### src/hw/rtl/cwr_pkg.sv
// ----------------------------------------------------------------------------
// cwr_pkg
// Types, status codes and CRC-8 helpers for the CRC-checked word receiver.
// ----------------------------------------------------------------------------
package cwr_pkg;

    localparam logic [1:0] ST_OK       = 2'd0;
    localparam logic [1:0] ST_PROTOCOL = 2'd1;
    localparam logic [1:0] ST_LENGTH   = 2'd2;

    localparam logic [0:0] CFG_EXPECTED_BYTES = 1'd0;
    localparam logic [0:0] CFG_STOP_ON_ZERO   = 1'd1;

    localparam int unsigned CFG_DATA_W = 7;
    localparam int unsigned COUNT_W    = 7;

    localparam logic [7:0] CRC_INIT = 8'hFF;
    localparam logic [7:0] CRC_POLY = 8'h31;
    localparam logic [7:0] CRC_MSB  = 8'h80;

    typedef struct packed {
        logic [7:0] rx_byte;
        logic       last;
        logic       bus_fault;
    } t_in_item;

    typedef struct packed {
        logic [15:0]        word;
        logic [1:0]         word_bytes;
        logic               word_checked;
        logic               done_res;
        logic [1:0]         status;
        logic [COUNT_W-1:0] data_count;
    } t_out_item;

    function automatic logic [7:0] crc8_byte(input logic [7:0] crc_in,
                                             input logic [7:0] data);
        logic [7:0] crc;
        crc = crc_in ^ data;
        for (int b = 0; b < 8; b++) begin
            if ((crc & CRC_MSB) != 8'd0) begin
                crc = {crc[6:0], 1'b0} ^ CRC_POLY;
            end else begin
                crc = {crc[6:0], 1'b0};
            end
        end
        return crc;
    endfunction

    function automatic logic [7:0] crc8_word(input logic [15:0] w);
        return crc8_byte(crc8_byte(CRC_INIT, w[15:8]), w[7:0]);
    endfunction

endpackage

### src/hw/rtl/crc_checked_word_receiver_core.sv
// ----------------------------------------------------------------------------
// crc_checked_word_receiver_core
// Groups read-transfer bytes into CRC-8 checked 16-bit words with final status.
// ----------------------------------------------------------------------------
// one byte item accepted per cycle while full is low; a result can be popped in
// the cycle after its byte; front-end grouping and crc logic is combinational
// full rises only when all QUEUE_DEPTH result slots hold unread items
// synchronous active-low reset clears transfer state and the result queue,
// and returns expected_bytes to 2 and stop_on_zero to 0
// ----------------------------------------------------------------------------
module crc_checked_word_receiver_core #(
    parameter int unsigned MAX_BYTES   = 64,
    parameter int unsigned QUEUE_DEPTH = 2
) (
    input  logic                           i_clk,
    input  logic                           i_rst_n,
    input  logic                           i_cfg_we,
    input  logic [0:0]                     i_cfg_idx,
    input  logic [cwr_pkg::CFG_DATA_W-1:0] i_cfg_data,
    input  logic                           push,
    output logic                           full,
    input  cwr_pkg::t_in_item              i_item,
    output logic                           empty,
    input  logic                           pop,
    output cwr_pkg::t_out_item             o_item
);

    logic               accept;
    logic               res_valid;
    cwr_pkg::t_out_item res;

    assign accept = push && !full;

    cwr_front #(
        .MAX_BYTES (MAX_BYTES)
    ) u_front (
        .i_clk       (i_clk),
        .i_rst_n     (i_rst_n),
        .i_cfg_we    (i_cfg_we),
        .i_cfg_idx   (i_cfg_idx),
        .i_cfg_data  (i_cfg_data),
        .i_accept    (accept),
        .i_item      (i_item),
        .o_res_valid (res_valid),
        .o_res       (res)
    );

    cwr_queue #(
        .DEPTH (QUEUE_DEPTH)
    ) u_queue (
        .i_clk   (i_clk),
        .i_rst_n (i_rst_n),
        .i_wr    (res_valid),
        .i_data  (res),
        .o_full  (full),
        .i_rd    (pop),
        .o_empty (empty),
        .o_data  (o_item)
    );

endmodule

### src/hw/rtl/cwr_queue.sv
// ----------------------------------------------------------------------------
// cwr_queue
// Small result queue between the grouping front end and the output side.
// ----------------------------------------------------------------------------
module cwr_queue #(
    parameter int unsigned DEPTH = 2
) (
    input  logic                 i_clk,
    input  logic                 i_rst_n,
    input  logic                 i_wr,
    input  cwr_pkg::t_out_item   i_data,
    output logic                 o_full,
    input  logic                 i_rd,
    output logic                 o_empty,
    output cwr_pkg::t_out_item   o_data
);

    localparam int unsigned PTR_W = (DEPTH > 1) ? $clog2(DEPTH) : 1;
    localparam int unsigned CNT_W = $clog2(DEPTH + 1);
    localparam logic [PTR_W-1:0] PTR_LAST = PTR_W'(DEPTH - 1);
    localparam logic [CNT_W-1:0] CNT_FULL = CNT_W'(DEPTH);

    cwr_pkg::t_out_item r_mem [DEPTH];
    logic [PTR_W-1:0]   r_wr_ptr, n_wr_ptr;
    logic [PTR_W-1:0]   r_rd_ptr, n_rd_ptr;
    logic [CNT_W-1:0]   r_count, n_count;
    logic               wr_en, rd_en;

    assign o_full  = (r_count == CNT_FULL);
    assign o_empty = (r_count == '0);
    assign o_data  = r_mem[r_rd_ptr];
    assign wr_en   = i_wr && !o_full;
    assign rd_en   = i_rd && !o_empty;

    always_comb begin
        n_wr_ptr = r_wr_ptr;
        n_rd_ptr = r_rd_ptr;
        n_count  = r_count;
        if (wr_en) begin
            n_wr_ptr = (r_wr_ptr == PTR_LAST) ? '0 : r_wr_ptr + PTR_W'(1);
        end
        if (rd_en) begin
            n_rd_ptr = (r_rd_ptr == PTR_LAST) ? '0 : r_rd_ptr + PTR_W'(1);
        end
        if (wr_en && !rd_en) begin
            n_count = r_count + CNT_W'(1);
        end else if (!wr_en && rd_en) begin
            n_count = r_count - CNT_W'(1);
        end
    end

    always_ff @(posedge i_clk) begin
        if (!i_rst_n) begin
            r_wr_ptr <= '0;
            r_rd_ptr <= '0;
            r_count  <= '0;
        end else begin
            r_wr_ptr <= n_wr_ptr;
            r_rd_ptr <= n_rd_ptr;
            r_count  <= n_count;
        end
    end

    always_ff @(posedge i_clk) begin
        if (wr_en) begin
            r_mem[r_wr_ptr] <= i_data;
        end
    end

endmodule

### src/hw/rtl/cwr_front.sv
// ----------------------------------------------------------------------------
// cwr_front
// Groups received bytes, checks CRC-8, tracks transfer state and forms results.
// ----------------------------------------------------------------------------
module cwr_front #(
    parameter int unsigned MAX_BYTES = 64
) (
    input  logic                               i_clk,
    input  logic                               i_rst_n,
    input  logic                               i_cfg_we,
    input  logic [0:0]                         i_cfg_idx,
    input  logic [cwr_pkg::CFG_DATA_W-1:0]     i_cfg_data,
    input  logic                               i_accept,
    input  cwr_pkg::t_in_item                  i_item,
    output logic                               o_res_valid,
    output cwr_pkg::t_out_item                 o_res
);

    localparam int unsigned CAP_INT = (MAX_BYTES < 127) ? MAX_BYTES : 127;
    localparam logic [7:0] COUNT_CAP = 8'(CAP_INT);

    localparam logic [1:0] PH_NONE = 2'd0;
    localparam logic [1:0] PH_ONE  = 2'd1;
    localparam logic [1:0] PH_TWO  = 2'd2;

    logic [cwr_pkg::CFG_DATA_W-1:0] r_expected_bytes;
    logic                           r_stop_on_zero;

    logic [1:0]                  r_phase, n_phase;
    logic [15:0]                 r_held, n_held;
    logic [cwr_pkg::COUNT_W-1:0] r_count, n_count;
    logic                        r_finished, n_finished;
    logic                        r_fault, n_fault;

    logic                        fault_any;
    logic [1:0]                  add_n;
    logic [7:0]                  sum;
    logic [cwr_pkg::COUNT_W-1:0] count_add;
    logic [1:0]                  final_status;
    logic [15:0]                 word_cur;
    logic                        crc_ok;
    logic                        clear;

    assign fault_any = r_fault || i_item.bus_fault;
    assign word_cur  = r_held;
    assign crc_ok    = (cwr_pkg::crc8_word(word_cur) == i_item.rx_byte);

    always_comb begin
        case (r_phase)
            PH_ONE:  add_n = 2'd2;
            PH_TWO:  add_n = 2'd2;
            default: add_n = 2'd1;
        endcase
        sum = {1'b0, r_count} + {6'd0, add_n};
        count_add = (sum > COUNT_CAP) ? COUNT_CAP[cwr_pkg::COUNT_W-1:0]
                                      : sum[cwr_pkg::COUNT_W-1:0];
        if (fault_any || count_add == '0) begin
            final_status = cwr_pkg::ST_PROTOCOL;
        end else if (count_add != r_expected_bytes) begin
            final_status = cwr_pkg::ST_LENGTH;
        end else begin
            final_status = cwr_pkg::ST_OK;
        end
    end

    always_comb begin
        n_phase     = r_phase;
        n_held      = r_held;
        n_count     = r_count;
        n_finished  = r_finished;
        n_fault     = r_fault;
        clear       = 1'b0;
        o_res_valid = 1'b0;
        o_res       = '0;
        if (i_accept) begin
            if (r_finished) begin
                clear = i_item.last;
            end else begin
                n_fault = fault_any;
                case (r_phase)
                    PH_ONE: begin
                        n_held  = {r_held[15:8], i_item.rx_byte};
                        n_phase = PH_TWO;
                        if (i_item.last) begin
                            o_res_valid = 1'b1;
                            o_res.word       = {r_held[15:8], i_item.rx_byte};
                            o_res.word_bytes = 2'd2;
                            o_res.done_res   = 1'b1;
                            o_res.status     = final_status;
                            o_res.data_count = count_add;
                            clear = 1'b1;
                        end
                    end
                    PH_TWO: begin
                        n_phase     = PH_NONE;
                        n_held      = '0;
                        o_res_valid = 1'b1;
                        if (!crc_ok) begin
                            o_res.done_res   = 1'b1;
                            o_res.status     = cwr_pkg::ST_PROTOCOL;
                            o_res.data_count = r_count;
                            clear      = i_item.last;
                            n_finished = !i_item.last;
                        end else if (r_stop_on_zero && word_cur == '0) begin
                            n_count = count_add;
                            o_res.word_bytes   = 2'd2;
                            o_res.word_checked = 1'b1;
                            o_res.done_res     = 1'b1;
                            o_res.status       = cwr_pkg::ST_OK;
                            o_res.data_count   = count_add;
                            clear      = i_item.last;
                            n_finished = !i_item.last;
                        end else begin
                            n_count = count_add;
                            o_res.word         = word_cur;
                            o_res.word_bytes   = 2'd2;
                            o_res.word_checked = 1'b1;
                            o_res.done_res     = i_item.last;
                            o_res.status       = i_item.last ? final_status
                                                             : cwr_pkg::ST_OK;
                            o_res.data_count   = count_add;
                            clear = i_item.last;
                        end
                    end
                    default: begin
                        n_held  = {i_item.rx_byte, 8'd0};
                        n_phase = PH_ONE;
                        if (i_item.last) begin
                            o_res_valid = 1'b1;
                            o_res.word       = {i_item.rx_byte, 8'd0};
                            o_res.word_bytes = 2'd1;
                            o_res.done_res   = 1'b1;
                            o_res.status     = final_status;
                            o_res.data_count = count_add;
                            clear = 1'b1;
                        end
                    end
                endcase
            end
            if (clear) begin
                n_phase    = PH_NONE;
                n_held     = '0;
                n_count    = '0;
                n_finished = 1'b0;
                n_fault    = 1'b0;
            end
        end
    end

    always_ff @(posedge i_clk) begin
        if (!i_rst_n) begin
            r_expected_bytes <= cwr_pkg::CFG_DATA_W'(2);
            r_stop_on_zero   <= 1'b0;
            r_phase          <= PH_NONE;
            r_held           <= '0;
            r_count          <= '0;
            r_finished       <= 1'b0;
            r_fault          <= 1'b0;
        end else begin
            if (i_cfg_we) begin
                case (i_cfg_idx)
                    cwr_pkg::CFG_EXPECTED_BYTES: r_expected_bytes <= i_cfg_data;
                    cwr_pkg::CFG_STOP_ON_ZERO:   r_stop_on_zero   <= i_cfg_data[0];
                    default: ;
                endcase
            end
            r_phase    <= n_phase;
            r_held     <= n_held;
            r_count    <= n_count;
            r_finished <= n_finished;
            r_fault    <= n_fault;
        end
    end

endmodule

### config.mk
export PLATFORM = sky130hd
export DESIGN_NAME = crc_checked_word_receiver_core
export DESIGN_NICKNAME = d
export VERILOG_FILES = /design/src/hw/rtl/cwr_pkg.sv /design/src/hw/rtl/crc_checked_word_receiver_core.sv /design/src/hw/rtl/cwr_queue.sv /design/src/hw/rtl/cwr_front.sv
export SDC_FILE = /design/constraint.sdc
export NUM_CORES = 1
export LEC_CHECK = 0
export BUFFER_PORTS_ARGS = -buffer_cell sky130_fd_sc_hd__buf_2
export CORE_ASPECT_RATIO = 0.75
export CORE_MARGIN = 2
export CORE_UTILIZATION = 61
export CTS_BUF_LIST = sky130_fd_sc_hd__clkbuf_2
export CTS_CLUSTER_DIAMETER = 60
export CTS_CLUSTER_SIZE = 30
export DETAILED_ROUTE_END_ITERATION = 6
export PLACE_DENSITY = 0.82
export SKIP_LAST_GASP = 1
export SYNTH_ARGS = -nofsm -noshare
export SYNTH_HDL_FRONTEND = slang
export SYNTH_SLANG_ARGS = --single-unit
### constraint.sdc
create_clock -name i_clk -period 3.95 [get_ports i_clk]
set_clock_uncertainty 0.2 [all_clocks]
set_input_delay 0.5925 -clock i_clk [delete_from_list [all_inputs] [get_ports i_clk]]
set_output_delay 0.5925 -clock i_clk [all_outputs]
set_load 0.02 [all_outputs]
==> metrics.yaml <==
clock_tree:
  numCtsBuffers: 9
  cts_root_buf: "clkbuf_2"
  cts_buffer_depth: 2
  cts_sinks: 98
  clock_latency_ns: 0.55
  htreeDepth: 3
  clkTransAtPathRegs_ns: 0.31
  post_cts_buffers: 0
  cts_tree: "yes"
yosys:
  yosysSeqAreaShare_pct: 47.6
  synthDistinctLibCells: 68
  ys.flop_type: "edfxtp_1"
  synth_area_mm2: 0.00535
  syn_inst: 458
  synth-seq-cells: 98
  synth.avg_cell_area_um2: 11.7
  synth_nets: 488
  synthArstFlopShare_pct: 0
  ys.warnings.count: 0
  synth_edf_count: 58
routing:
  wl_per_cell_um: 18.5
  detail-route-antenna-nets: 0
  drt-pass1-iter-count: 5
  drcViolationCount: 0
  drt_iter0_markers: 467
  via_per_inst: 5.95
  via_count: 3698
  wirelength_um: 11500
cells_and_area:
  diodes: 0
  fin_area_mm2: 0.00582
  finalNetCount: 538
  drive_above_1_share_pct: 25.7
  final_cells: 621
  syn_to_final_growth_pct: 8.89
floorplanning:
  num_rows: 29
  die_w_um: 112
  die-height_um: 85.1
  initial_core_util_pct: 63.0
  core_mm2: 0.00849
  dieArea_mm2: 0.00954
  ios: 54
critical_path:
  slowest_delay_ns: 0.46
  end_kind: "flip-flop"
  critPathSlowestCell: "dfxtp_1"
  crit_path_start_kind: "flip-flop"
  path_class: "reg -> reg"
  critPathMaxFanout: 5
  crit_chain: "inv_1 -> ha_1 -> inv_1 -> ha_1 -> a21o_1 -> a211o_1 -> a2111oi_4 -> o21ai_1 -> a2111oi_4 -> xnor2_1 -> a311oi_2"
  worst-path-buf-inv: 2
  cp_data_arrival_time_ns: 3.95
  cp_top_family: "compound AO/OA/AOI/OAI gates"
  required_ns: 4.16
  rrSetupSlack_ns: 0.21
power:
  leakagePower_nw: 2.22
  power.density_mw_per_mm2: 470
  vdd_ir_drop_max_mv: 0.286
run_status:
  outcome: "complete, no violations"
placement:
  dp_hpwl_um: 8170
  place_congestion: 0.982
  postPlaceCellArea_mm2: 0.00563
  placedCellCount: 602
  io_buffers: 53
sta:
  final.min_clock_period_ns: 3.74
  relSlewSlack_pct: 39.1
  slew_viol_final: 0
  tightest_slew_ns: 0.906
  finalCritPeriodShare_pct: 94.6
  finalHoldViolCount: 0
  timing.fmax_mhz: 268
  finalSetupViolCount: 0
grt:
  grt_pass1_wl_um: 18600
  grt-ovfl-total: 0
  grtUsageTotal_pct: 25.1
  grt_max_degree: 34
  antenna_found_initial: 0
  grt_pass1_vias: 3489
flow_run:
  cap_viol_max_count: 0
hold_path:
  hp-class: "in -> reg"
cells in the final DEF (no fill, tap or decap), drive strengths merged, types with 12 or more instances in the layout:
| cell type | instances |
|---|---|
| buf | 60 |
| edfxtp | 58 |
| nand2 | 55 |
| dfxtp | 40 |
| mux2 | 29 |
| mux2i | 25 |
| xnor2 | 23 |
| nand3 | 22 |
| a21boi | 20 |
| a22o | 16 |
| nor2 | 16 |
| nor2b | 15 |
| inv | 15 |
| xor2 | 14 |
| a21o | 12 |
where the power goes:
group          internal, mW  switching, mW
clock                 0.166          0.372
combinational         0.408          0.562
sequential             1.18         0.0527
total                  1.75          0.987
cells by family after synthesis:
logic type                 count (synthesis)  share of synthesized area (%)
muxes                                     54                           10.8
buffers and inverters                     35                           4.07
and+or+nand+nor                          144                           13.8
adders and majority gates                  7                           1.78
xor gates and xnor gates                  44                           9.95
DFF                                       98                           47.6
AOI/OAI and AO/OA                         76                           12.0
worst reg2reg max path: cells and delay by family (launching register included):
family | cells | cell delay, ns
DFF | 1 | 0.46
AOI/OAI and AO/OA | 6 | 1.95
buffers and inverters | 2 | 0.19
xor gates and xnor gates | 1 | 0.14
adders and majority gates | 2 | 0.68
layout make-up:
class	instances	area, um^2
Fill cell	647	2670
Multi-Input combinational cell	325	2620
Sequential cell	98	2540
Timing Repair Buffer	63	348
Tap cell	108	135
Clock inverter	7	90.1
Clock buffer	9	45.0
Inverter	11	41.3
metal layers:
layer | track usage, % | wire length [um] | up-vias
met5 | 0 | 0 | -
met4 | 5.76 | 85 | 0
met3 | 6.50 | 978 | 11
met2 | 36.3 | 4980 | 192
met1 | 38.4 | 5450 | 1739
li1 | - | - | 1756
sequential cells by signal, summed over array words and instances, names as in the netlist, named ones only:
| name | cells |
|---|---|
| u_front.r_expected_bytes | 7 |
| u_front.r_fault | 1 |
| u_queue.r_mem | 58 |
| u_queue.r_wr_ptr | 1 |
| u_front.r_stop_on_zero | 1 |
| u_queue.r_count | 2 |
| u_front.r_finished | 1 |
| u_front.r_phase | 2 |
| u_queue.r_rd_ptr | 1 |
| u_front.r_count | 7 |
| u_front.r_held | 16 |
worst paths after layout:
path                                    from                                  endpoint  depth (start not counted)
min                            i_cfg_data[3]  u_front.r_expected_bytes[3]$_SDFFE_PN0P_                          3
min reg2reg  u_front.r_finished$_SDFFE_PN0P_           u_front.r_finished$_SDFFE_PN0P_                          2
max reg2reg  u_front.r_phase[0]$_SDFFE_PN0P_             u_queue.r_mem[0][8]$_DFFE_PP_                         11
max          u_front.r_phase[0]$_SDFFE_PN0P_             u_queue.r_mem[0][8]$_DFFE_PP_                         11
per-stage QoR:
stage,hold WS [ns],power [mW],utilization (%),worst slack [ns],setup TNS (ns)
4_1_cts,0.0198,2.74,68.0,0.0980,0
6_report,0.0672,2.74,68.6,0.213,0
3_3_place_gp,0.294,2.17,66.3,0.242,0
3_5_place_dp,0.293,2.20,66.3,0.144,0
2_1_floorplan,0.239,1.96,-,0.558,0
5_1_grt,0.000592,2.88,68.6,-0.000634,-0.00127
cell usage after synthesis, drive strengths merged (4+ instances only):
cell type   n  area, um^2
a21boi     20         150
a21o       12        90.1
a21oi       4        31.3
a22o       16         140
and2        7        43.8
buf        12        95.1
clkbuf     11        71.3
dfxtp      40         801
edfxtp     58        1740
ha          6        75.1
inv        11        41.3
mux2       29         327
mux2i      25         250
nand2      55         206
nand3      22         110
nor2       16        62.6
nor2b      15        93.8
nor3        5        36.3
nor4        5        31.3
o21ai       5        25.0
xnor2      23         228
xnor3       6         139
xor2       14         138
timing repair:
action,CTS,global route
hold buffers,1,2
hold endpoints to repair,1,1
resized for setup,0,5
endpoints found under the setup margin,0,2
Power figures use the tool's default switching activity.
